===== src/rtl/mrt_pkg.sv =====
// Package for the 64-bit Miller-Rabin prime tester.
// Holds widths, size limits, base tables and the controller/datapath link types.
`timescale 1ns / 1ps

package mrt_pkg;

    localparam int unsigned XW   = 64;
    localparam int unsigned BW   = 31;
    localparam int unsigned IDXW = 3;
    localparam int unsigned SW   = 6;

    localparam logic [XW-1:0] SMALL_LIMIT = 64'd316349281;
    localparam logic [XW-1:0] MID_LIMIT   = 64'd4759123141;

    typedef enum logic [1:0] {
        SET_SMALL = 2'd0,
        SET_MID   = 2'd1,
        SET_LARGE = 2'd2
    } t_set;

    // operand selection of the shared modular multiplier
    typedef enum logic [1:0] {
        MOP_REDUCE = 2'd0,   // 1 * base mod x
        MOP_RB     = 2'd1,   // t * b mod x
        MOP_BB     = 2'd2,   // b * b mod x
        MOP_TT     = 2'd3    // t * t mod x
    } t_mop;

    typedef struct packed {
        logic load;
        logic shift_d;
        logic mul_start;
        t_mop mop;
        logic k_init;
        logic idx_inc;
        logic out_write;
        logic out_val;
    } t_cmd;

    typedef struct packed {
        logic below4;
        logic gt1;
        logic even;
        logic d_odd;
        logic b_zero;
        logic e_zero;
        logic e_lsb;
        logic t_pass;
        logic t_xm1;
        logic t_le1;
        logic k_done;
        logic last_base;
        logic mul_done;
        logic out_free;
    } t_sts;

    function automatic logic [BW-1:0] base_at(input t_set set, input logic [IDXW-1:0] idx);
        logic [BW-1:0] v;
        v = '0;
        case (set)
            SET_SMALL: begin
                case (idx)
                    3'd0:    v = 31'd11000544;
                    default: v = 31'd31481107;
                endcase
            end
            SET_MID: begin
                case (idx)
                    3'd0:    v = 31'd2;
                    3'd1:    v = 31'd7;
                    default: v = 31'd61;
                endcase
            end
            default: begin
                case (idx)
                    3'd0:    v = 31'd2;
                    3'd1:    v = 31'd325;
                    3'd2:    v = 31'd9375;
                    3'd3:    v = 31'd28178;
                    3'd4:    v = 31'd450775;
                    3'd5:    v = 31'd9780504;
                    default: v = 31'd1795265022;
                endcase
            end
        endcase
        return v;
    endfunction

    function automatic logic [IDXW-1:0] last_idx(input t_set set);
        logic [IDXW-1:0] v;
        case (set)
            SET_SMALL: v = 3'd1;
            SET_MID:   v = 3'd2;
            default:   v = 3'd6;
        endcase
        return v;
    endfunction

endpackage


===== src/rtl/mrt_mulmod.sv =====
// Bit-serial exact modular multiplier: r = a * b mod m, one bit of b per cycle.
// Needs a < m and m >= 2; depends on mrt_pkg.
`timescale 1ns / 1ps

module mrt_mulmod import mrt_pkg::*; (
    input  logic          i_clk,
    input  logic          i_rst_n,
    input  logic          i_start,
    input  logic [XW-1:0] i_a,
    input  logic [XW-1:0] i_b,
    input  logic [XW-1:0] i_m,
    output logic          o_done,
    output logic [XW-1:0] o_r
);

    logic [XW-1:0] r_a, r_b, r_m, r_r;
    logic [SW-1:0] r_cnt;
    logic          r_busy, r_done;
    logic [XW-1:0] n_dbl, n_r, room1, room2;

    // double then conditionally add, both modulo m without overflow
    always_comb begin
        room1 = r_m - r_r;
        n_dbl = (r_r >= room1) ? (r_r - room1) : (r_r + r_r);
        room2 = r_m - r_a;
        if (r_b[XW-1]) begin
            n_r = (n_dbl >= room2) ? (n_dbl - room2) : (n_dbl + r_a);
        end else begin
            n_r = n_dbl;
        end
    end

    // control: run for one pass over the multiplier bits
    always_ff @(posedge i_clk) begin
        if (!i_rst_n) begin
            r_busy <= 1'b0;
            r_done <= 1'b0;
            r_cnt  <= '0;
        end else begin
            r_done <= r_busy && (r_cnt == SW'(XW-1));
            if (i_start) begin
                r_busy <= 1'b1;
                r_cnt  <= '0;
            end else if (r_busy) begin
                r_cnt <= r_cnt + 1'b1;
                if (r_cnt == SW'(XW-1)) begin
                    r_busy <= 1'b0;
                end
            end
        end
    end

    // datapath: hold operands, advance the accumulator
    always_ff @(posedge i_clk) begin
        if (i_start) begin
            r_a <= i_a;
            r_b <= i_b;
            r_m <= i_m;
            r_r <= '0;
        end else if (r_busy) begin
            r_r <= n_r;
            r_b <= {r_b[XW-2:0], 1'b0};
        end
    end

    assign o_done = r_done;
    assign o_r    = r_r;

endmodule


===== src/rtl/mrt_dp.sv =====
// Datapath of the prime tester: candidate, exponent split, power and witness registers.
// Depends on mrt_pkg and mrt_mulmod.
`timescale 1ns / 1ps

module mrt_dp import mrt_pkg::*; (
    input  logic          i_clk,
    input  logic          i_rst_n,
    input  t_cmd          i_cmd,
    input  logic [XW-1:0] i_candidate,
    input  logic          i_out_ready,
    output t_sts          o_sts,
    output logic          o_out_valid,
    output logic          o_prime
);

    logic [XW-1:0]   r_x, r_xm1, r_d, r_e, r_b, r_t;
    logic [SW-1:0]   r_s, r_k;
    logic [IDXW-1:0] r_idx;
    t_mop            r_mop;
    logic            r_out_valid, r_out_prime;

    t_set            set;
    logic [XW-1:0]   mul_a, mul_b, mul_r;
    logic            mul_done;

    // pick the base set from the candidate's size
    always_comb begin
        if (r_x < SMALL_LIMIT) begin
            set = SET_SMALL;
        end else if (r_x < MID_LIMIT) begin
            set = SET_MID;
        end else begin
            set = SET_LARGE;
        end
    end

    // steer multiplier operands
    always_comb begin
        case (i_cmd.mop)
            MOP_REDUCE: begin
                mul_a = XW'(1);
                mul_b = XW'(base_at(set, r_idx));
            end
            MOP_RB: begin
                mul_a = r_t;
                mul_b = r_b;
            end
            MOP_BB: begin
                mul_a = r_b;
                mul_b = r_b;
            end
            default: begin
                mul_a = r_t;
                mul_b = r_t;
            end
        endcase
    end

    mrt_mulmod u_mul (
        .i_clk   (i_clk),
        .i_rst_n (i_rst_n),
        .i_start (i_cmd.mul_start),
        .i_a     (mul_a),
        .i_b     (mul_b),
        .i_m     (r_x),
        .o_done  (mul_done),
        .o_r     (mul_r)
    );

    // working registers
    always_ff @(posedge i_clk) begin
        if (i_cmd.load) begin
            r_x   <= i_candidate;
            r_xm1 <= i_candidate - 1'b1;
            r_d   <= i_candidate - 1'b1;
            r_s   <= '0;
            r_idx <= '0;
        end
        if (i_cmd.shift_d) begin
            r_d <= {1'b0, r_d[XW-1:1]};
            r_s <= r_s + 1'b1;
        end
        if (i_cmd.idx_inc) begin
            r_idx <= r_idx + 1'b1;
        end
        if (i_cmd.k_init) begin
            r_k <= SW'(1);
        end
        if (i_cmd.mul_start) begin
            r_mop <= i_cmd.mop;
        end
        // write back the product by the operation that started it
        if (mul_done) begin
            case (r_mop)
                MOP_REDUCE: begin
                    r_b <= mul_r;
                    r_t <= XW'(1);
                    r_e <= r_d;
                end
                MOP_RB: begin
                    r_t <= mul_r;
                end
                MOP_BB: begin
                    r_b <= mul_r;
                    r_e <= {1'b0, r_e[XW-1:1]};
                end
                default: begin
                    r_t <= mul_r;
                    r_k <= r_k + 1'b1;
                end
            endcase
        end
    end

    // output word register
    always_ff @(posedge i_clk) begin
        if (!i_rst_n) begin
            r_out_valid <= 1'b0;
        end else if (i_cmd.out_write) begin
            r_out_valid <= 1'b1;
        end else if (i_out_ready) begin
            r_out_valid <= 1'b0;
        end
    end

    always_ff @(posedge i_clk) begin
        if (i_cmd.out_write) begin
            r_out_prime <= i_cmd.out_val;
        end
    end

    // status towards the controller
    always_comb begin
        o_sts.below4    = (r_x < XW'(4));
        o_sts.gt1       = (r_x > XW'(1));
        o_sts.even      = ~r_x[0];
        o_sts.d_odd     = r_d[0];
        o_sts.b_zero    = (r_b == '0);
        o_sts.e_zero    = (r_e == '0);
        o_sts.e_lsb     = r_e[0];
        o_sts.t_pass    = (r_t == XW'(1)) || (r_t == r_xm1);
        o_sts.t_xm1     = (r_t == r_xm1);
        o_sts.t_le1     = (r_t <= XW'(1));
        o_sts.k_done    = (r_k >= r_s);
        o_sts.last_base = (r_idx == last_idx(set));
        o_sts.mul_done  = mul_done;
        o_sts.out_free  = ~r_out_valid | i_out_ready;
    end

    assign o_out_valid = r_out_valid;
    assign o_prime     = r_out_prime;

endmodule


===== config.mk =====
export PLATFORM = sky130hd
export DESIGN_NAME = mrt_dp
export DESIGN_NICKNAME = d
export VERILOG_FILES = /design/src/rtl/mrt_pkg.sv /design/src/rtl/mrt_mulmod.sv /design/src/rtl/mrt_dp.sv
export SDC_FILE = /design/constraint.sdc
export NUM_CORES = 2
export LEC_CHECK = 0
export BUFFER_PORTS_ARGS = -buffer_cell sky130_fd_sc_hd__buf_2
export CAP_MARGIN = 20
export CORE_MARGIN = 4
export CORE_UTILIZATION = 60
export DETAILED_ROUTE_END_ITERATION = 6
export PLACE_DENSITY = 0.82
export SLEW_MARGIN = 20
export SYNTH_ARGS = -nofsm -noshare
export SYNTH_HDL_FRONTEND = slang
export SYNTH_HIERARCHICAL = 1
export SYNTH_SLANG_ARGS = --single-unit

===== constraint.sdc =====
create_clock -name i_clk -period 31.6 [get_ports i_clk]
set_input_delay 6.32 -clock i_clk [delete_from_list [all_inputs] [get_ports i_clk]]
set_output_delay 6.32 -clock i_clk [all_outputs]
set_load 0.02 [all_outputs]

# ---- Word level (Yosys, flattened, before mapping)
# Index checks and enable logic that the tools add are counted.
dict set report word_totals {
  ff_bits 667
  inputBits 76
  out_inout_bits 16
  wordCells 108
}
dict set report op_classes {
  n_addsub 11
  magnitude_cmp 8
  eq_ne 14
  mux 30
  bitwise_logic 5
  n_reduce_logical 20
}
# operator count
set ops {}
lappend ops {{case mux 64 bit (2 select lines)} 4}
lappend ops {{two-way mux 64 bit} 5}
lappend ops {{subtractor 64 bit} 4}
lappend ops {{case mux 31 bit (6 select lines)} 1}
lappend ops {{adder 64 bit} 2}
lappend ops {{greater-or-equal comparator 64 bit} 2}
lappend ops {{zero test 64 bit} 2}
lappend ops {{two-way mux 63 bit} 2}
lappend ops {{equality test 64 x 1 -> 1 bit (second input constant)} 1}
lappend ops {{equality test 64 bit} 1}
lappend ops {{> comparator 64 x 1 -> 1 bit (second input constant)} 1}
lappend ops {{less-or-equal comparator 64 x 1 -> 1 bit (second input constant)} 1}
lappend ops {{less-than comparator 64 x 29 -> 1 bit (second input constant)} 1}
lappend ops {{less-than comparator 64 x 3 -> 1 bit (second input constant)} 1}
lappend ops {{less-than comparator 64 x 33 -> 1 bit (second input constant)} 1}
lappend ops {{subtractor 64 x 1 -> 64 bit (second input constant)} 1}
lappend ops {{case mux 31 bit (2 select lines)} 1}
lappend ops {{two-way mux 6 bit} 5}
lappend ops {{two-way mux 25 bit} 1}
lappend ops {{adder 6 x 1 -> 6 bit (second input constant)} 3}
lappend ops {{case mux 6 bit (2 select lines)} 1}
lappend ops {{nonzero test 2 bit} 5}
lappend ops {{equality test 2 x 1 -> 1 bit (second input constant)} 3}
lappend ops {{equality test 3 x 2 -> 1 bit (second input constant)} 2}
lappend ops {{other kinds (20)} 37}

# ---- Longest topological paths before layout
dict set report depth {
  word_depth 7
  depth_mapped 56
  depth_no_buf 54
}

# ---- Cells and area by module
# Netlist, hierarchy kept.
# mod n_inst cells_each area_per_inst_um2 seq_area_each_um2
set by_module_without_submodules {}
lappend by_module_without_submodules {mrt_mulmod 1 3517 28877.7 7206.9}
lappend by_module_without_submodules {mrt_dp 1 1470 19322.3 12021.5}

# ---- Worst setup path before layout
# No wires, ideal clock.
dict set report synth_timing {
  path_kind {input to output}
  start {input i_out_ready}
  end {output o_sts[0] in the netlist's numbering}
  arrival_ns 6.541
  t_required_ns 25.280
  path_slack_ns 18.739
  path_stages 1
  cell_sequence {nand2b_1}
}
dict set report synth_between {
  elab_chain_cells 1
}
# element line_no
set synth_lines {}
lappend synth_lines {{start: declaration} mrt_dp.sv:10} ;# input logic i_out_ready,
lappend synth_lines {{OR 1 bit} mrt_dp.sv:147} ;# o_sts.out_free = ~r_out_valid | i_out_ready;
lappend synth_lines {{end: declaration} mrt_dp.sv:11} ;# output t_sts o_sts,
# No other way between the ends.

# ---- Worst setup path after layout
dict set report layout_timing {
  start {register u_mul.r_r[1], in the netlist u_mul/o_r[1]}
  end {register u_mul.r_r[55], in the netlist u_mul/o_r[55]}
}
dict set report layout_between {
  elab_chain_cells 6
  elab_cells_between_ends 10
  classes_between {add/sub: 5; order compare: 2; mux: 3}
}
# element line_no
set layout_lines {}
lappend layout_lines {{start: declaration} mrt_mulmod.sv:16} ;# logic [XW-1:0] r_a, r_b, r_m, r_r;
lappend layout_lines {{start signal: assignment} mrt_mulmod.sv:61} ;# r_r <= n_r;
lappend layout_lines {{subtractor 64 bit} mrt_mulmod.sv:23} ;# room1 = r_m - r_r;
lappend layout_lines {{subtractor 64 bit / greater-or-equal comparator 64 bit (equally long branches)} mrt_mulmod.sv:24} ;# n_dbl = (r_r >= room1) ? (r_r - room1) : (r_r + r_r);
lappend layout_lines {{two-way mux 64 bit (*)} mrt_mulmod.sv:24}
lappend layout_lines {{adder 64 bit (tied with other cells)} mrt_mulmod.sv:27} ;# n_r = (n_dbl >= room2) ? (n_dbl - room2) : (n_dbl + r_a);
lappend layout_lines {{two-way mux 64 bit} mrt_mulmod.sv:27}
lappend layout_lines {{two-way mux 64 bit (*)} mrt_mulmod.sv:26} ;# if (r_b[XW-1]) begin
# Every way passes the cells marked *; elsewhere a longest branch is shown, timed or not.
# A chain may end at the register's enable or synchronous reset.

==> results.json <==
{
  "cp-end-kind": "flip-flop",
  "grt_pass1_wl_microns": 238000,
  "insertion_delay_ns": 0.64,
  "gp_congestion": 1.05,
  "vias_per_cell": 6.82,
  "ys.warnings.count": 6,
  "arrival_ns": 14.88,
  "cellLeakagePower_nw": 20.5,
  "initial_core_util_pct": 60.8,
  "cts.sinks": 667,
  "synth.distinct_cells": 115,
  "fin_ws_ns": 17.21,
  "cts_buffer_depth": 3,
  "hold_viol": 0,
  "drc": 0,
  "cts_resized": 0,
  "post-route-period-util_pct": 45.5,
  "synth_ff_type": "edfxtp_1",
  "worstSetupStartpointType": "flip-flop",
  "cts_tree": "yes",
  "core-area_sq_um": 79300,
  "root_buffer": "clkbuf_16",
  "p_per_area_nw_per_um2": 89.1,
  "tightestPinTransition_ns": 1.11,
  "syn_nets": 5383,
  "netlist_area_sq_um": 48200,
  "vdd_ir_drop_max_mv": 0.0611,
  "wl_per_cell_microns": 26.5,
  "grt_max_degree": 110,
  "final_nets": 5375,
  "maxCapViolCount": 0,
  "vias": 41500,
  "fillers": 6192,
  "clk_pin_slew_ns": 0.06,
  "finalPower_mw": 4.62,
  "layout_commonest_cell": "edfxtp_1",
  "holdWs_ns": 0.449,
  "synth_top_cell_by_area": "edfxtp_1",
  "drt_wl_total_microns": 161000,
  "hold_buffers": 0,
  "cp_slowest_stage_delay_ns": 0.73,
  "hp-class": "flip-flop to flip-flop",
  "fp.dieW_microns": 291,
  "required_ns": 32.09,
  "grt_pass1_vias": 38400,
  "yosysTopAreaCellShare_pct": 36.6,
  "antenna_found_initial": 2,
  "firstDrtPassIters": 6,
  "rows": 103,
  "ios": 92,
  "rsz0062_at_grt": "false",
  "cts_buffers": 69,
  "fmax_mhz": 69.5,
  "clock_skew_ns": 0.0281,
  "drt_iter0_markers": 5324,
  "status": "finished clean",
  "cpMaxStageDelayCell": "o41ai_1",
  "syn_inst": 4987,
  "relSlewSlack_pct": 25.5,
  "antenna_left": 0,
  "die_area_sq_um": 84900,
  "ys_ff_latch": 667,
  "h-tree-depth": 3,
  "post-dp-hpwl_microns": 124000,
  "grt-ovfl-total": 0,
  "ys_seq_area_share_pct": 39.9,
  "synth_area_leaders": "edfxtp_1 37%, ha_1 8.2%, mux2_2 4.5%, a21oi_1 4.4%, xnor2_1 4.0%",
  "cts_setup_buffers": 0,
  "area_growth_pct": 7.51,
  "crit_type": "flip-flop to flip-flop",
  "tns_ns": 0,
  "cp_max_fo": 57,
  "syn_area_per_cell_sq_um": 9.67,
  "grt_usage_pct": 36.6,
  "synth_edf_count": 587,
  "period_needed_ns": 14.39,
  "crit_top_cell": "o21ai_0",
  "path_buf_inv": 3,
  "fp.dieH_microns": 291,
  "synthArstFlopShare_pct": 0,
  "path_delay_family": "compound AO/OA/AOI/OAI gates",
  "final_layout_size_suffix_gt1_share_pct": 10.4,
  "setup_viol": 0,
  "slew_viol_final": 0,
  "io_buffers": 91,
  "r2r_slack_ns": 17.21,
  "final_cell_mix": "587 x edfxtp_1, 426 x a21oi_1, 390 x nand2_1, 320 x nor2_1, 315 x ha_1",
  "pre_cts_slack_ns": 17.92
}
[worst paths after layout]
kind           startpoint            end  cells after the start
max          u_mul/o_r[1]  u_mul/o_r[55]                     47
min               r_x[54]  u_mul/r_m[54]                      0
max reg2reg  u_mul/o_r[1]  u_mul/o_r[55]                     47
min reg2reg       r_x[54]  u_mul/r_m[54]                      0
[metal layers]
layer  global-route usage (%)  share of wire (%)
met5                        0                  0
met4                     15.3                4.9
met3                     11.3                 14
met2                     52.9                 42
met1                     51.1                 40
[sequential cells by signal, indices dropped and copies added, names as in the netlist]
signal,cells
u_mul/r_a,64
r_k,6
r_d,64
r_idx,3
u_mul/o_r,64
u_mul/r_m,64
r_e,64
r_xm1,64
o_out_valid,1
u_mul/o_done,1
r_mop,2
u_mul/r_cnt,6
r_t,64
r_b,64
u_mul/r_b,64
u_mul/r_busy,1
r_s,6
r_x,64
o_prime,1
[synthesized netlist by cell type, drive strengths merged (16+ instances only)]
cell type	n
and4	16
nor3	60
o211ai	38
a21oi	431
and3	28
a22o	76
maj3	18
o21bai	53
xnor2	221
buf	38
or3	33
and2	33
nor2b	119
a21o	187
nand2	394
ha	317
a31oi	47
nor2	323
nor4	112
a211oi	41
nand4	93
clkbuf	166
xor2	211
dfxtp	80
edfxtp	587
o22ai	29
mux2i	30
o21ai	316
nand3	76
mux2	195
nand2b	67
a21boi	20
or2	19
o21a	35
o31ai	27
inv	238
[report_power, final]
part / internal, mW / switching, mW / total (mW)
clock network: 0.483 / 0.373 / 0.856
registers: 1.05 / 0.106 / 1.15
logic: 0.969 / 1.64 / 2.61
total: 2.50 / 2.12 / 4.62
[area by class of cell]
class / count / area [sq um] / share of cell area (%)
diodes: 1 / 2.50 / 0.00483
clock buffers: 78 / 1760 / 3.40
clock inverters: 46 / 587 / 1.13
inverters: 238 / 893 / 1.72
multi-input cells: 3878 / 27300 / 52.7
flip-flops and latches: 667 / 19200 / 37.1
well taps: 1050 / 1310 / 2.54
repair buffers: 125 / 736 / 1.42
[logic make-up (layout without fill, tap and decap cells)]
group | after synthesis | count (layout) | share of synthesized area (%)
compound gates | 1458 | 1458 | 19.7
simple gates | 1425 | 1425 | 15.0
flops | 667 | 667 | 39.9
buf+inv | 442 | 487 | 3.61
xor+xnor | 432 | 432 | 7.90
fa+ha+maj | 338 | 338 | 8.74
mux | 225 | 225 | 5.18
other cells | 0 | 1 | 0
[worst register-to-register path, delay by kind of cell (launching register included)]
kind / cells / cell delay [ns]
AOI/OAI and AO/OA: 24 / 6.37
xor gates and xnor gates: 1 / 0.16
adders and majority gates: 3 / 1.22
buffers and inverters: 3 / 1.21
DFF: 1 / 0.51
and+or+nand+nor: 16 / 4.75
[stage by stage]
step | instances | cell area, sq um | util [%]
finish | 6083 | 51800 | 65.4
global route | 6082 | 51800 | 65.4
CTS | 6082 | 51800 | 65.4
detailed placement | 5958 | 49500 | 62.4
global placement | 5957 | 49500 | 62.4
floorplan | 4987 | 48200 | -
Power figures use the tool's default switching activity.
