===== config.mk =====
export PLATFORM = sky130hd
export DESIGN_NAME = mrt_ctrl
export DESIGN_NICKNAME = d
export VERILOG_FILES = /design/src/rtl/mrt_pkg.sv /design/src/rtl/mrt_ctrl.sv
export SDC_FILE = /design/constraint.sdc
export NUM_CORES = 1
export LEC_CHECK = 0
export BUFFER_PORTS_ARGS = -buffer_cell sky130_fd_sc_hd__buf_4
export CORE_MARGIN = 5
export CORE_UTILIZATION = 35
export DETAILED_ROUTE_END_ITERATION = 12
export GPL_TIMING_DRIVEN = 0
export HOLD_SLACK_MARGIN = 0.08
export PLACE_DENSITY = 0.68
export SLEW_MARGIN = 20
export SYNTH_ARGS = -nofsm -noshare
export SYNTH_HDL_FRONTEND = slang
export SYNTH_SLANG_ARGS = --single-unit

===== constraint.sdc =====
create_clock -name i_clk -period 2.3 [get_ports i_clk]
set_clock_uncertainty 0.1 [all_clocks]
set_input_delay 0.69 -clock i_clk [delete_from_list [all_inputs] [get_ports i_clk]]
set_output_delay 0.69 -clock i_clk [all_outputs]
set_load 0.05 [all_outputs]

===== src/rtl/mrt_pkg.sv =====
// Package for the 64-bit Miller-Rabin prime tester.
// Holds widths, size limits, base tables and the controller/datapath link types.
`timescale 1ns / 1ps

package mrt_pkg;

    localparam int unsigned XW   = 64;
    localparam int unsigned BW   = 31;
    localparam int unsigned IDXW = 3;
    localparam int unsigned SW   = 6;

    localparam logic [XW-1:0] SMALL_LIMIT = 64'd316349281;
    localparam logic [XW-1:0] MID_LIMIT   = 64'd4759123141;

    typedef enum logic [1:0] {
        SET_SMALL = 2'd0,
        SET_MID   = 2'd1,
        SET_LARGE = 2'd2
    } t_set;

    // operand selection of the shared modular multiplier
    typedef enum logic [1:0] {
        MOP_REDUCE = 2'd0,   // 1 * base mod x
        MOP_RB     = 2'd1,   // t * b mod x
        MOP_BB     = 2'd2,   // b * b mod x
        MOP_TT     = 2'd3    // t * t mod x
    } t_mop;

    typedef struct packed {
        logic load;
        logic shift_d;
        logic mul_start;
        t_mop mop;
        logic k_init;
        logic idx_inc;
        logic out_write;
        logic out_val;
    } t_cmd;

    typedef struct packed {
        logic below4;
        logic gt1;
        logic even;
        logic d_odd;
        logic b_zero;
        logic e_zero;
        logic e_lsb;
        logic t_pass;
        logic t_xm1;
        logic t_le1;
        logic k_done;
        logic last_base;
        logic mul_done;
        logic out_free;
    } t_sts;

    function automatic logic [BW-1:0] base_at(input t_set set, input logic [IDXW-1:0] idx);
        logic [BW-1:0] v;
        v = '0;
        case (set)
            SET_SMALL: begin
                case (idx)
                    3'd0:    v = 31'd11000544;
                    default: v = 31'd31481107;
                endcase
            end
            SET_MID: begin
                case (idx)
                    3'd0:    v = 31'd2;
                    3'd1:    v = 31'd7;
                    default: v = 31'd61;
                endcase
            end
            default: begin
                case (idx)
                    3'd0:    v = 31'd2;
                    3'd1:    v = 31'd325;
                    3'd2:    v = 31'd9375;
                    3'd3:    v = 31'd28178;
                    3'd4:    v = 31'd450775;
                    3'd5:    v = 31'd9780504;
                    default: v = 31'd1795265022;
                endcase
            end
        endcase
        return v;
    endfunction

    function automatic logic [IDXW-1:0] last_idx(input t_set set);
        logic [IDXW-1:0] v;
        case (set)
            SET_SMALL: v = 3'd1;
            SET_MID:   v = 3'd2;
            default:   v = 3'd6;
        endcase
        return v;
    endfunction

endpackage


===== src/rtl/mrt_ctrl.sv =====
// Controller of the prime tester: sequences classification, split, powering and squaring.
// Depends on mrt_pkg; drives mrt_dp by command word.
`timescale 1ns / 1ps

module mrt_ctrl import mrt_pkg::*; (
    input  logic i_clk,
    input  logic i_rst_n,
    input  logic i_in_valid,
    input  t_sts i_sts,
    output logic o_in_ready,
    output t_cmd o_cmd
);

    typedef enum logic [15:0] {
        ST_IDLE   = 16'h0001,
        ST_CLASS  = 16'h0002,
        ST_SPLIT  = 16'h0004,
        ST_BASE   = 16'h0008,
        ST_WRED   = 16'h0010,
        ST_CHKB   = 16'h0020,
        ST_POW    = 16'h0040,
        ST_POWB   = 16'h0080,
        ST_WRB    = 16'h0100,
        ST_WBB    = 16'h0200,
        ST_TEST   = 16'h0400,
        ST_SQCHK  = 16'h0800,
        ST_WTT    = 16'h1000,
        ST_SQTEST = 16'h2000,
        ST_NEXT   = 16'h4000,
        ST_FINISH = 16'h8000
    } t_state;

    t_state r_state, n_state;
    logic   r_res, n_res;

    always_comb begin
        n_state = r_state;
        n_res   = r_res;
        o_cmd   = '0;
        o_cmd.mop     = MOP_REDUCE;
        o_cmd.out_val = r_res;
        case (r_state)
            ST_IDLE: begin
                if (i_in_valid) begin
                    o_cmd.load = 1'b1;
                    n_state    = ST_CLASS;
                end
            end
            // settle trivial candidates at once
            ST_CLASS: begin
                if (i_sts.below4) begin
                    n_res   = i_sts.gt1;
                    n_state = ST_FINISH;
                end else if (i_sts.even) begin
                    n_res   = 1'b0;
                    n_state = ST_FINISH;
                end else begin
                    n_state = ST_SPLIT;
                end
            end
            // strip factors of two from x-1
            ST_SPLIT: begin
                if (i_sts.d_odd) begin
                    n_state = ST_BASE;
                end else begin
                    o_cmd.shift_d = 1'b1;
                end
            end
            ST_BASE: begin
                o_cmd.mul_start = 1'b1;
                o_cmd.mop       = MOP_REDUCE;
                n_state         = ST_WRED;
            end
            ST_WRED: begin
                if (i_sts.mul_done) begin
                    n_state = ST_CHKB;
                end
            end
            ST_CHKB: begin
                n_state = i_sts.b_zero ? ST_NEXT : ST_POW;
            end
            // square-and-multiply over the exponent bits
            ST_POW: begin
                if (i_sts.e_zero) begin
                    n_state = ST_TEST;
                end else if (i_sts.e_lsb) begin
                    o_cmd.mul_start = 1'b1;
                    o_cmd.mop       = MOP_RB;
                    n_state         = ST_WRB;
                end else begin
                    n_state = ST_POWB;
                end
            end
            ST_WRB: begin
                if (i_sts.mul_done) begin
                    n_state = ST_POWB;
                end
            end
            ST_POWB: begin
                o_cmd.mul_start = 1'b1;
                o_cmd.mop       = MOP_BB;
                n_state         = ST_WBB;
            end
            ST_WBB: begin
                if (i_sts.mul_done) begin
                    n_state = ST_POW;
                end
            end
            ST_TEST: begin
                if (i_sts.t_pass) begin
                    n_state = ST_NEXT;
                end else begin
                    o_cmd.k_init = 1'b1;
                    n_state      = ST_SQCHK;
                end
            end
            // repeated squaring looking for x-1
            ST_SQCHK: begin
                if (i_sts.k_done) begin
                    n_res   = 1'b0;
                    n_state = ST_FINISH;
                end else begin
                    o_cmd.mul_start = 1'b1;
                    o_cmd.mop       = MOP_TT;
                    n_state         = ST_WTT;
                end
            end
            ST_WTT: begin
                if (i_sts.mul_done) begin
                    n_state = ST_SQTEST;
                end
            end
            ST_SQTEST: begin
                if (i_sts.t_xm1) begin
                    n_state = ST_NEXT;
                end else if (i_sts.t_le1) begin
                    n_res   = 1'b0;
                    n_state = ST_FINISH;
                end else begin
                    n_state = ST_SQCHK;
                end
            end
            ST_NEXT: begin
                if (i_sts.last_base) begin
                    n_res   = 1'b1;
                    n_state = ST_FINISH;
                end else begin
                    o_cmd.idx_inc = 1'b1;
                    n_state       = ST_BASE;
                end
            end
            // hand the verdict to the output register once it is free
            ST_FINISH: begin
                if (i_sts.out_free) begin
                    o_cmd.out_write = 1'b1;
                    n_state         = ST_IDLE;
                end
            end
            default: begin
                n_state = ST_IDLE;
            end
        endcase
    end

    always_ff @(posedge i_clk) begin
        if (!i_rst_n) begin
            r_state <= ST_IDLE;
            r_res   <= 1'b0;
        end else begin
            r_state <= n_state;
            r_res   <= n_res;
        end
    end

    assign o_in_ready = (r_state == ST_IDLE);

endmodule


Yosys cells after proc, flatten, opt, wreduce, memory -nomap -nowiden
Cells that the tools add are included.
{"block": "classes", "n_mul": 0, "reduce_logical": 3, "muxes": 39, "div": 0, "shift": 0, "n_eq_ne": 28, "bitwise": 0, "add_sub_neg": 0, "n_lt_le_gt_ge": 0}
{"op": "16-bit case mux with 16 select lines", "n": 1}
{"op": "16-bit 2-to-1 mux", "n": 13}
{"op": "15-bit 2-to-1 mux", "n": 2}
{"op": "2-bit inequality test (second input constant)", "n": 11}
{"op": "16-bit by 1-bit == test with 1-bit output (second input constant)", "n": 1}
{"op": "16-bit by 10-bit == test with 1-bit output (second input constant)", "n": 1}
{"op": "16-bit by 11-bit == test with 1-bit output (second input constant)", "n": 1}
{"op": "16-bit by 12-bit == test with 1-bit output (second input constant)", "n": 1}
{"op": "16-bit by 13-bit == test with 1-bit output (second input constant)", "n": 1}
{"op": "16-bit by 14-bit == test with 1-bit output (second input constant)", "n": 1}
{"op": "16-bit by 15-bit == test with 1-bit output (second input constant)", "n": 1}
{"op": "16-bit == test (second input constant)", "n": 1}
{"op": "16-bit by 2-bit == test with 1-bit output (second input constant)", "n": 1}
{"op": "16-bit by 3-bit == test with 1-bit output (second input constant)", "n": 1}
{"op": "16-bit by 4-bit == test with 1-bit output (second input constant)", "n": 1}
{"op": "16-bit by 5-bit == test with 1-bit output (second input constant)", "n": 1}
{"op": "16-bit by 6-bit == test with 1-bit output (second input constant)", "n": 1}
{"op": "16-bit by 7-bit == test with 1-bit output (second input constant)", "n": 1}
{"op": "16-bit by 8-bit == test with 1-bit output (second input constant)", "n": 1}
{"op": "16-bit by 9-bit == test with 1-bit output (second input constant)", "n": 1}
{"op": "1-bit 2-to-1 mux", "n": 16}
{"op": "3-bit case mux with 4 select lines", "n": 1}
{"op": "11-bit 2-to-1 mux", "n": 1}
{"op": "3-bit 2-to-1 mux", "n": 3}
{"op": "other kinds (6)", "n": 6}
{"block": "totals", "mem_count": 0, "rom_bits": 0, "ram_bits": 0, "latch_bits": 0, "register_bits": 17, "wordCells": 72}

Longest topological paths before layout
Gate-level depths: netlist of the first run.
{"block": "depth", "word_depth": 3, "ltp_mapped": 7, "mapped_depth_nobuf": 6}

Least setup slack after synthesis of the first run
OpenSTA, ideal clock, no wires.
{"block": "synth_path", "kind": "register to output", "from": "register r_state[2]", "to": "output port o_cmd[8] in the netlist's numbering", "required_ps": 1510, "arrival_ps": 2321, "stages_incl_launch_ff": 4, "slack_ps": -811, "path_cell_list": "dfxtp_1 or4b_2 nor2_1 and2_1"}
{"element": "from (decl)", "line_no": "mrt_ctrl.sv:33", "source": "t_state r_state, n_state;"}
{"element": "from (signal assigned)", "line_no": "mrt_ctrl.sv:170", "source": "r_state <= n_state;"}
{"element": "to (decl)", "line_no": "mrt_ctrl.sv:11", "source": "output t_cmd o_cmd"}

==> results.tsv, run 1 <==
metric	value	unit
FP Rows	20	
distinct cell type count after synthesis	43	
number of antenna-violating nets in the routed design	0	
total inserted antenna cells	0	
relative slew slack	0.624	
number of buffers on the longest clock path	2	
Hold Worst Slack	385	ps
sink count of the clock tree	17	
H-Tree Depth	1	
post-synthesis to final-layout area growth	66.5	%
number of antenna violations at the first check in global routing	0	
global-route total usage across every layer	0.189	
Worst EP required	1510	ps
via count normalized by instance count	5.60	
Setup crit start kind	flop	
most area-consuming cells after synthesis	sky130_fd_sc_hd__dfxtp_1 (30%), sky130_fd_sc_hd__or4b_2 (4.4%), sky130_fd_sc_hd__nand2_1 (4.0%)	
Root Driver	sky130_fd_sc_hd__clkbuf_4	
leak pwr	0.746	nW
nature of the critical path endpoint	output port	
Seq/Total Area, Yosys	0.301	
setup TNS	-3970	ps
global-route wire length before repair	6.31	mm
WL per Instance	16.7	um
ratio of cells with drive above 1 in the final layout	0.576	
setup repair after global routing missed its margin	yes	
run status	complete, but fails checks	
count of synthesis-stage warnings from yosys	0	
transition time at the pin with the least slew margin	556	ps
Die Y	66.8	um
number of violations of the max-capacitance limit	0	
arrival time at the worst endpoint	2180	ps
cts bufs inserted	3	
cell count after synthesis	136	
async set-or-reset flop fraction in the synthesized netlist	0	
number of remaining DRC errors	0	
number of enable-type register cells in the synthesized netlist	0	
maximum achievable frequency	0.337	GHz
Post-Syn Nets	153	
type of the worst setup path	flop to output port	
Core ar.	3080	sq um
most common cell in the netlist	sky130_fd_sc_hd__dfxtp_1	
clock latency reported for the late side of the worst-skew pair	310	ps
I/O Buffers	25	
post-synthesis register bit count	17	
Synth area leader	sky130_fd_sc_hd__dfxtp_1	
Setup Viol. Count Final	9	
classification of the worst-slack hold path	flop to flop	
Main synth FF type	sky130_fd_sc_hd__dfxtp_1	
leftover overflow at the end of global routing	0	
top-area cell type share of the netlist area	0.301	
routed wire length	3.92	mm
mean instance size in the synthesized netlist	8.32	sq um
worst setup margin	-668	ps
Netlist Area Pre-Place	1130	sq um
maximum number of pins on one net before global-route repair	11	
drt first-iter violations	58	
max-slew violation count	0	
via count of the first global-routing pass	1333	
power per cell area	489	nW/um^2
total die area	4470	sq um
failing checks	negative setup slack	
I/O pins	27	
drt first pass iters	4	
Hold Vio Cnt, Final	0	
critical-path maximum fanout	6	
highest ir drop seen on vdd	0.595	mV
total half-perimeter wirelength after legalization and detailed placement	2.49	mm
final critical-path required period	2970	ps
TritonCTS clock tree	yes	
leading cell types by count after synthesis	sky130_fd_sc_hd__dfxtp_1 (17), sky130_fd_sc_hd__nand2_1 (12), sky130_fd_sc_hd__nor2_1 (9)	
share of the clock period used by the worst path	1.29	
Hold-fix buffers, CTS	0	
DIE WIDTH	66.8	um
final layout net count	209	
clock transition time at the flip-flop clock pins of the worst setup and hold paths	110	ps
initial core utilization	0.367	
overall via count from detail_route	1315	
RePlAce Congestion	0.860	
-- timing repair --
action	CTS	global route
resized for setup	38	20
pin swaps	24	19
gates cloned	0	0
endpoints found under the setup margin	21	24
buffers inserted	26	11
-- metrics by stage --
step                      worst slack (ps)  total power [mW]  cells   util  instance area (sq um)
final                                 -668             0.922    235  0.612                   1880
after global routing                  -751             0.958    235  0.612                   1880
after CTS                             -659             0.866    231  0.587                   1810
after detailed placement              -545             0.615    205  0.480                   1480
after global placement                -539             0.612    205  0.480                   1480
after floorplan                       -471             0.538    136      -                   1240
-- kinds of logic after synthesis --
| logic type | synth area share |
|---|---|
| AO/OA/AOI/OAI | 0.198 |
| XOR/XNOR | 0.00774 |
| buffers and inverters | 0.0454 |
| flip-flops | 0.301 |
| AND/OR/NAND/NOR | 0.448 |
-- placed cells by master, fill, tap and decap left out, drive strengths merged --
cell type | synthesis | layout
nor3 | 7 | 7
o21bai | 1 | 1
nor2b | 2 | 2
nand3 | 7 | 7
and2 | 5 | 5
inv | 5 | 5
nor2 | 10 | 10
nor4 | 7 | 7
nor3b | 3 | 3
o22ai | 3 | 3
o21ai | 5 | 5
o22a | 1 | 1
dfxtp | 17 | 17
o31ai | 3 | 3
or4b | 7 | 7
a31oi | 3 | 3
a32oi | 1 | 1
and3 | 1 | 1
o32ai | 2 | 2
clkbuf | 0 | 4
a21boi | 6 | 6
or3 | 3 | 3
buf | 5 | 56
nand4b | 2 | 2
nor4b | 4 | 4
o21a | 3 | 3
a21oi | 2 | 2
xnor2 | 1 | 1
nand2 | 12 | 12
a31o | 1 | 1
or2 | 1 | 1
or4 | 5 | 5
nand4 | 1 | 1
-- cell type report --
class	count	area (sq um)
Tap cell	44	55.1
Sequential cell	17	360
Clock buffer	4	26.3
Inverter	5	18.8
Multi-Input combinational cell	109	950
Timing Repair Buffer	54	462
Fill cell	261	1190
Buffer	2	11.3
-- report_power, final --
group,total [mW],internal (mW),switching [mW]
clock,0.173,0.0677,0.105
sequential,0.315,0.302,0.0130
combinational,0.434,0.216,0.217
-- final timing paths --
kind	start	end	slack, ps	cells after the start
worst max-delay path	r_state[9]$_SDFFE_PN0P_	o_cmd[6]	-670	7
worst min register to register	r_res$_SDFFE_PN0P_	r_res$_SDFFE_PN0P_	390	2
worst max register to register	r_state[1]$_SDFFE_PN0P_	r_res$_SDFFE_PN0P_	60	8
worst min-delay path	r_res$_SDFFE_PN0P_	r_res$_SDFFE_PN0P_	390	2
-- critical path: stages, from the launching register on --
cell,delay (ps)
sky130_fd_sc_hd__dfxtp_4,390
sky130_fd_sc_hd__or4_4,580
sky130_fd_sc_hd__nor3_4,240
sky130_fd_sc_hd__nand4b_1,170
sky130_fd_sc_hd__nor2_1,150
sky130_fd_sc_hd__nand2_2,90
sky130_fd_sc_hd__nand4_1,100
sky130_fd_sc_hd__buf_6,170
-- routing by layer --
metal  track usage  routed length [um]
met5             0                   0
met3        0.0388                 146
met1         0.214                1630
met4        0.0787                  91
met2         0.338                2050
-- state kept, by name (all words and copies together), names as in the netlist --
register	cells
r_res	1
r_state	16
Note: power is estimated with default switching activity, not from simulation.
==> run 2, diff against run 1 <==
- BUFFER_PORTS_ARGS: -buffer_cell sky130_fd_sc_hd__buf_4 -> -buffer_cell sky130_fd_sc_hd__buf_2
- PLACE_DENSITY: 0.68 -> unset
==> run 2 against run 1 <==
The flow still finishes with violations (negative setup slack). Global-route usage up 0.44 points. Critical endpoint is now o_cmd[5]. Setup slack worse by 22 ps. Core utilization down 0.89 points. First-iteration DRC count up 69%. Flip-flop and latch count unchanged. Highest routed layer unchanged. Fmax down 0.73%. Sequential share of layout area up 0.082 points.
==> results.tsv, run 2 (synthesis gave the netlist of run 1 again) <==
metric	value	unit
run status	complete, but fails checks	
failing checks	negative setup slack	
via count normalized by instance count	5.73	
number of violations of the max-capacitance limit	0	
ratio of cells with drive above 1 in the final layout	0.545	
Filler Cells Inserted	277	
critical-path maximum fanout	4	
max-slew violation count	0	
source of the worst register-to-register timing path	r_state[14]$_SDFFE_PN0P_	
nature of the critical path endpoint	output port	
Hold-fix buffers, CTS	0	
Design Area, Final	1860	sq um
Worst EP required	1510	ps
Core ar.	3080	sq um
Critical Path Most Common Cell	sky130_fd_sc_hd__buf_4	
FF-to-FF End	r_state[0]$_SDFFE_PN1P_	
worst setup margin	-690	ps
maximum achievable frequency	0.334	GHz
number of remaining DRC errors	0	
total inserted antenna cells	0	
clock latency reported for the late side of the worst-skew pair	310	ps
final layout net count	207	
highest ir drop seen on vdd	0.591	mV
total area of multi-input combinational cells	953	sq um
Die Y	66.8	um
most common library cell in the layout ignoring fill and taps	sky130_fd_sc_hd__buf_4	
clock transition time at the flip-flop clock pins of the worst setup and hold paths	120	ps
number of antenna-violating nets in the routed design	0	
classification of the worst-slack hold path	flop to flop	
share of the clock period used by the worst path	1.30	
critical-path cell with the highest stage delay	sky130_fd_sc_hd__or4_4	
placed inst area	1420	sq um
relative slew slack	0.612	
FP Rows	20	
Worst Reg-to-Reg Cells	10	
hold-critical path depth	2	
arrival time at the worst endpoint	2200	ps
Worst Path Buf+Inv	3	
maximum number of pins on one net before global-route repair	11	
worst-case register-to-register setup slack	-50	ps
most frequent cells in the layout	sky130_fd_sc_hd__buf_4 (23), sky130_fd_sc_hd__buf_2 (16), sky130_fd_sc_hd__nand2_1 (10)	
post-layout total power	0.918	mW
type of the worst setup path	flop to output port	
hold_sp	r_res$_SDFFE_PN0P_	
H-Tree Depth	1	
TritonCTS clock tree	yes	
Hold Vio Cnt, Final	0	
leak pwr	0.732	nW
post-synthesis to final-layout area growth	64.0	%
Setup Viol. Count Final	10	
max reg flops	16	
Regs by FF count	r_state: 16 flops, r_res: 1 flops	
CP top delay family	simple AND/OR/NAND/NOR gates	
drt first pass iters	4	
setup repair after global routing missed its margin	yes	
number of antenna violations at the first check in global routing	0	
register with the most flip-flops	r_state	
transition time at the pin with the least slew margin	574	ps
initial core utilization	0.367	
global-route total usage across every layer	0.193	
leftover overflow at the end of global routing	0	
Setup crit start kind	flop	
drt first-iter violations	98	
WL per Instance	16.6	um
total half-perimeter wirelength after legalization and detailed placement	2.54	mm
power per cell area	495	nW/um^2
number of buffers on the longest clock path	2	
via count of the first global-routing pass	1379	
area used by sequential logic in the layout	357	sq um
I/O Buffers	25	
sink count of the clock tree	17	
DIE WIDTH	66.8	um
Root Driver	sky130_fd_sc_hd__clkbuf_4	
overall via count from detail_route	1336	
routed wire length	3.88	mm
setup TNS	-4710	ps
RePlAce Congestion	0.869	
cells along the critical path	or4_4 > nor3_4 > buf_4 > nand4b_1 > buf_4 > nand2_4 > buf_8	
Worst Hold Endpoint	r_res$_SDFFE_PN0P_	
final critical-path required period	2990	ps
total die area	4470	sq um
Hold Worst Slack	397	ps
global-route wire length before repair	6.54	mm
I/O pins	27	
CP peak stage delay	560	ps
cts bufs inserted	3	
## run 2: cell type report
| cell class | instances | share of cell area |
|---|---|---|
| multi-input cells | 109 | 0.514 |
| flip-flops and latches | 17 | 0.192 |
| plain buffers | 2 | 0.00607 |
| clock buffers | 4 | 0.0142 |
| inverters | 5 | 0.0101 |
| repair buffers | 52 | 0.234 |
| well taps | 44 | 0.0297 |
## run 2: tightest hold or removal path, stage by stage (launching register included)
cell and delay (ps):
sky130_fd_sc_hd__dfxtp_1 340, sky130_fd_sc_hd__o31ai_1 60, sky130_fd_sc_hd__a21boi_1 60
## run 2: worst max-delay path by stage
stage / end / startpoint / cells after the start / slack [ps]
3_3_place_gp: o_cmd[6] / r_state[12]$_SDFFE_PN0P_ / 7 / -620
6_report: o_cmd[5] / r_state[14]$_SDFFE_PN0P_ / 7 / -690
3_5_place_dp: o_cmd[6] / r_state[12]$_SDFFE_PN0P_ / 7 / -610
5_1_grt: o_cmd[6] / r_state[1]$_SDFFE_PN0P_ / 7 / -750
4_1_cts: o_cmd[6] / r_state[1]$_SDFFE_PN0P_ / 8 / -680
2_1_floorplan: o_cmd[6] / r_state[9]$_SDFFE_PN0P_ / 7 / -470
## run 2: report_power, final
part | total, mW | leakage, nW | switching (mW) | internal, mW
Clock | 0.176 | 0.0150 | 0.108 | 0.0678
Combinational | 0.422 | 0.574 | 0.216 | 0.206
Sequential | 0.320 | 0.143 | 0.0136 | 0.306
## run 2: repair_timing
action                     in CTS  in global routing
setup endpoints to repair      23                 23
pin swaps                      26                 13
setup buffers                  26                  7
gates resized for setup        54                 14
cloned                          0                  0
## run 2: metal layers
metal	vias up	GRT usage	routed length, um	share of wire
met4	0	0.0558	68	0.018
met1	650	0.231	1560	0.40
li1	633	-	-	-
met5	-	0	0	0
met3	10	0.0405	236	0.061
met2	43	0.343	2010	0.52
## run 2: stage by stage
step                      std cells   util  setup WS, ps
after floorplan                 136      -          -471
after global placement          205  0.460          -616
after detailed placement        205  0.460          -613
after CTS                       232  0.588          -685
after global routing            233  0.603          -753
final                           233  0.603          -690
==> run 3, diff against run 2 <==
- REMOVE_ABC_BUFFERS: unset -> 1
==> run 3 against run 2 <==
The flow still finishes with violations (negative setup slack). Largest power group unchanged. Sequential power increased by 2%. Critical path depth is the same. Clock-buffer cell count down 1. Sequential share of layout area rose by 1.6 points.
==> results.tsv, run 3 (synthesis gave the netlist of run 1 again) <==
metric	value	unit
run status	complete, but fails checks	
failing checks	negative setup slack	
post-layout total power	0.890	mW
initial core utilization	0.367	
max reg flops	16	
highest ir drop seen on vdd	0.332	mV
register with the most flip-flops	r_state	
Worst setup startpoint	r_state[15]$_SDFFE_PN0P_	
via count normalized by instance count	5.77	
Hold-fix buffers, CTS	0	
clock latency reported for the late side of the worst-skew pair	300	ps
area used by sequential logic in the layout	370	sq um
Setup crit start kind	flop	
global-route wire length before repair	6.09	mm
FF-to-FF End	r_state[13]$_SDFFE_PN0P_	
overall via count from detail_route	1327	
post-synthesis to final-layout area growth	57.1	%
total die area	4470	sq um
transition time at the pin with the least slew margin	411	ps
cells along the critical path	or4_4 > nor3_4 > nand4b_1 > nor2_1 > nand2_1 > nand4_1 > buf_6	
cts bufs inserted	3	
arrival time at the worst endpoint	2170	ps
critical-path maximum fanout	6	
worst slack at placement	-710	ps
CP peak stage delay	580	ps
critical path endpoint	o_cmd[6]	
routed wire length	3.96	mm
clock transition time at the flip-flop clock pins of the worst setup and hold paths	100	ps
maximum number of pins on one net before global-route repair	11	
final layout net count	204	
Regs by FF count	r_state: 16 flops, r_res: 1 flops	
DIE WIDTH	66.8	um
Worst EP required	1510	ps
source of the worst register-to-register timing path	r_state[3]$_SDFFE_PN0P_	
share of the clock period used by the worst path	1.29	
placed inst area	1280	sq um
most common library cell in the layout ignoring fill and taps	sky130_fd_sc_hd__buf_4	
via count of the first global-routing pass	1344	
WL per Instance	17.2	um
nature of the critical path endpoint	output port	
power per cell area	501	nW/um^2
leak pwr	0.711	nW
I/O Buffers	26	
max-slew violation count	0	
final critical-path required period	2960	ps
worst setup margin	-664	ps
most frequent cells in the layout	sky130_fd_sc_hd__buf_4 (21), sky130_fd_sc_hd__buf_2 (17), sky130_fd_sc_hd__nand2_1 (11)	
total area of multi-input combinational cells	916	sq um
relative slew slack	0.722	
Setup Viol. Count Final	9	
sink count of the clock tree	17	
total inserted antenna cells	0	
FP Rows	20	
Die Y	66.8	um
classification of the worst-slack hold path	flop to flop	
setup repair after global routing missed its margin	yes	
number of antenna-violating nets in the routed design	0	
Worst Reg-to-Reg Cells	7	
Root Driver	sky130_fd_sc_hd__clkbuf_4	
maximum achievable frequency	0.337	GHz
number of buffers on the longest clock path	2	
Hold Vio Cnt, Final	0	
Design Area, Final	1780	sq um
critical-path cell with the highest stage delay	sky130_fd_sc_hd__or4_4	
number of remaining DRC errors	0	
type of the worst setup path	flop to output port	
I/O pins	27	
Core ar.	3080	sq um
leftover overflow at the end of global routing	0	
core occupancy in the finished layout	0.577	
number of antenna violations at the first check in global routing	0	
total half-perimeter wirelength after legalization and detailed placement	2.34	mm
global-route total usage across every layer	0.180	
RePlAce Congestion	0.861	
TritonCTS clock tree	yes	
worst-case register-to-register setup slack	80	ps
H-Tree Depth	1	
number of violations of the max-capacitance limit	0	
drt first-iter violations	62	
drt first pass iters	4	
Filler Cells Inserted	260	
ratio of cells with drive above 1 in the final layout	0.543	
-- run 3: timing repair --
| item | in CTS | in global routing |
|---|---|---|
| cloned | 0 | 0 |
| pin swaps | 16 | 11 |
| setup endpoints to repair | 20 | 24 |
| resized for setup | 52 | 27 |
| buffers inserted | 26 | 5 |
-- run 3: through the flow --
| step | hold slack (ps) | cells | TNS [ps] |
|---|---|---|---|
| 2_1_floorplan | 405 | 131 | -10400 |
| 4_1_cts | 382 | 231 | -4530 |
| 3_3_place_gp | 353 | 201 | -4070 |
| 5_1_grt | 387 | 230 | -4810 |
| 3_5_place_dp | 363 | 201 | -4060 |
| 6_report | 378 | 230 | -4100 |
-- run 3: report_power, final --
part	leakage [nW]	internal, mW	total, mW	switching [mW]
sequential	0.144	0.304	0.325	0.0211
clock	0.0177	0.0648	0.167	0.103
combinational	0.549	0.197	0.398	0.201
-- run 3: area by class of cell --
class	instances	share of cell area
clock buffers	3	0.0127
flip-flops and latches	17	0.208
inverters	5	0.0106
well taps	44	0.0310
repair buffers	51	0.219
clock inverters	1	0.00282
multi-input cells	109	0.515
-- run 3: critical path, delay by kind of cell, from the launching register on --
family                 cells  cell delay (ps)
DFF                        1              380
buffers and inverters      1              170
and+or+nand+nor            6             1320
-- run 3: worst min-delay path by stage --
stage	from	endpoint	slack, ps	cells past startpoint
2_1_floorplan	r_state[4]$_SDFFE_PN0P_	r_state[4]$_SDFFE_PN0P_	410	2
3_3_place_gp	r_res$_SDFFE_PN0P_	r_res$_SDFFE_PN0P_	350	2
3_5_place_dp	r_res$_SDFFE_PN0P_	r_res$_SDFFE_PN0P_	360	2
4_1_cts	r_res$_SDFFE_PN0P_	r_res$_SDFFE_PN0P_	380	2
5_1_grt	r_res$_SDFFE_PN0P_	r_res$_SDFFE_PN0P_	390	2
6_report	r_res$_SDFFE_PN0P_	r_res$_SDFFE_PN0P_	380	2
-- run 3: layer usage --
layer	track usage	up-vias	wire length, um	part of all wire
met4	0.0660	0	161	0.041
li1	-	628	-	-
met3	0.0506	17	210	0.053
met1	0.210	630	1650	0.42
met2	0.309	52	1930	0.49
met5	0	-	0	0
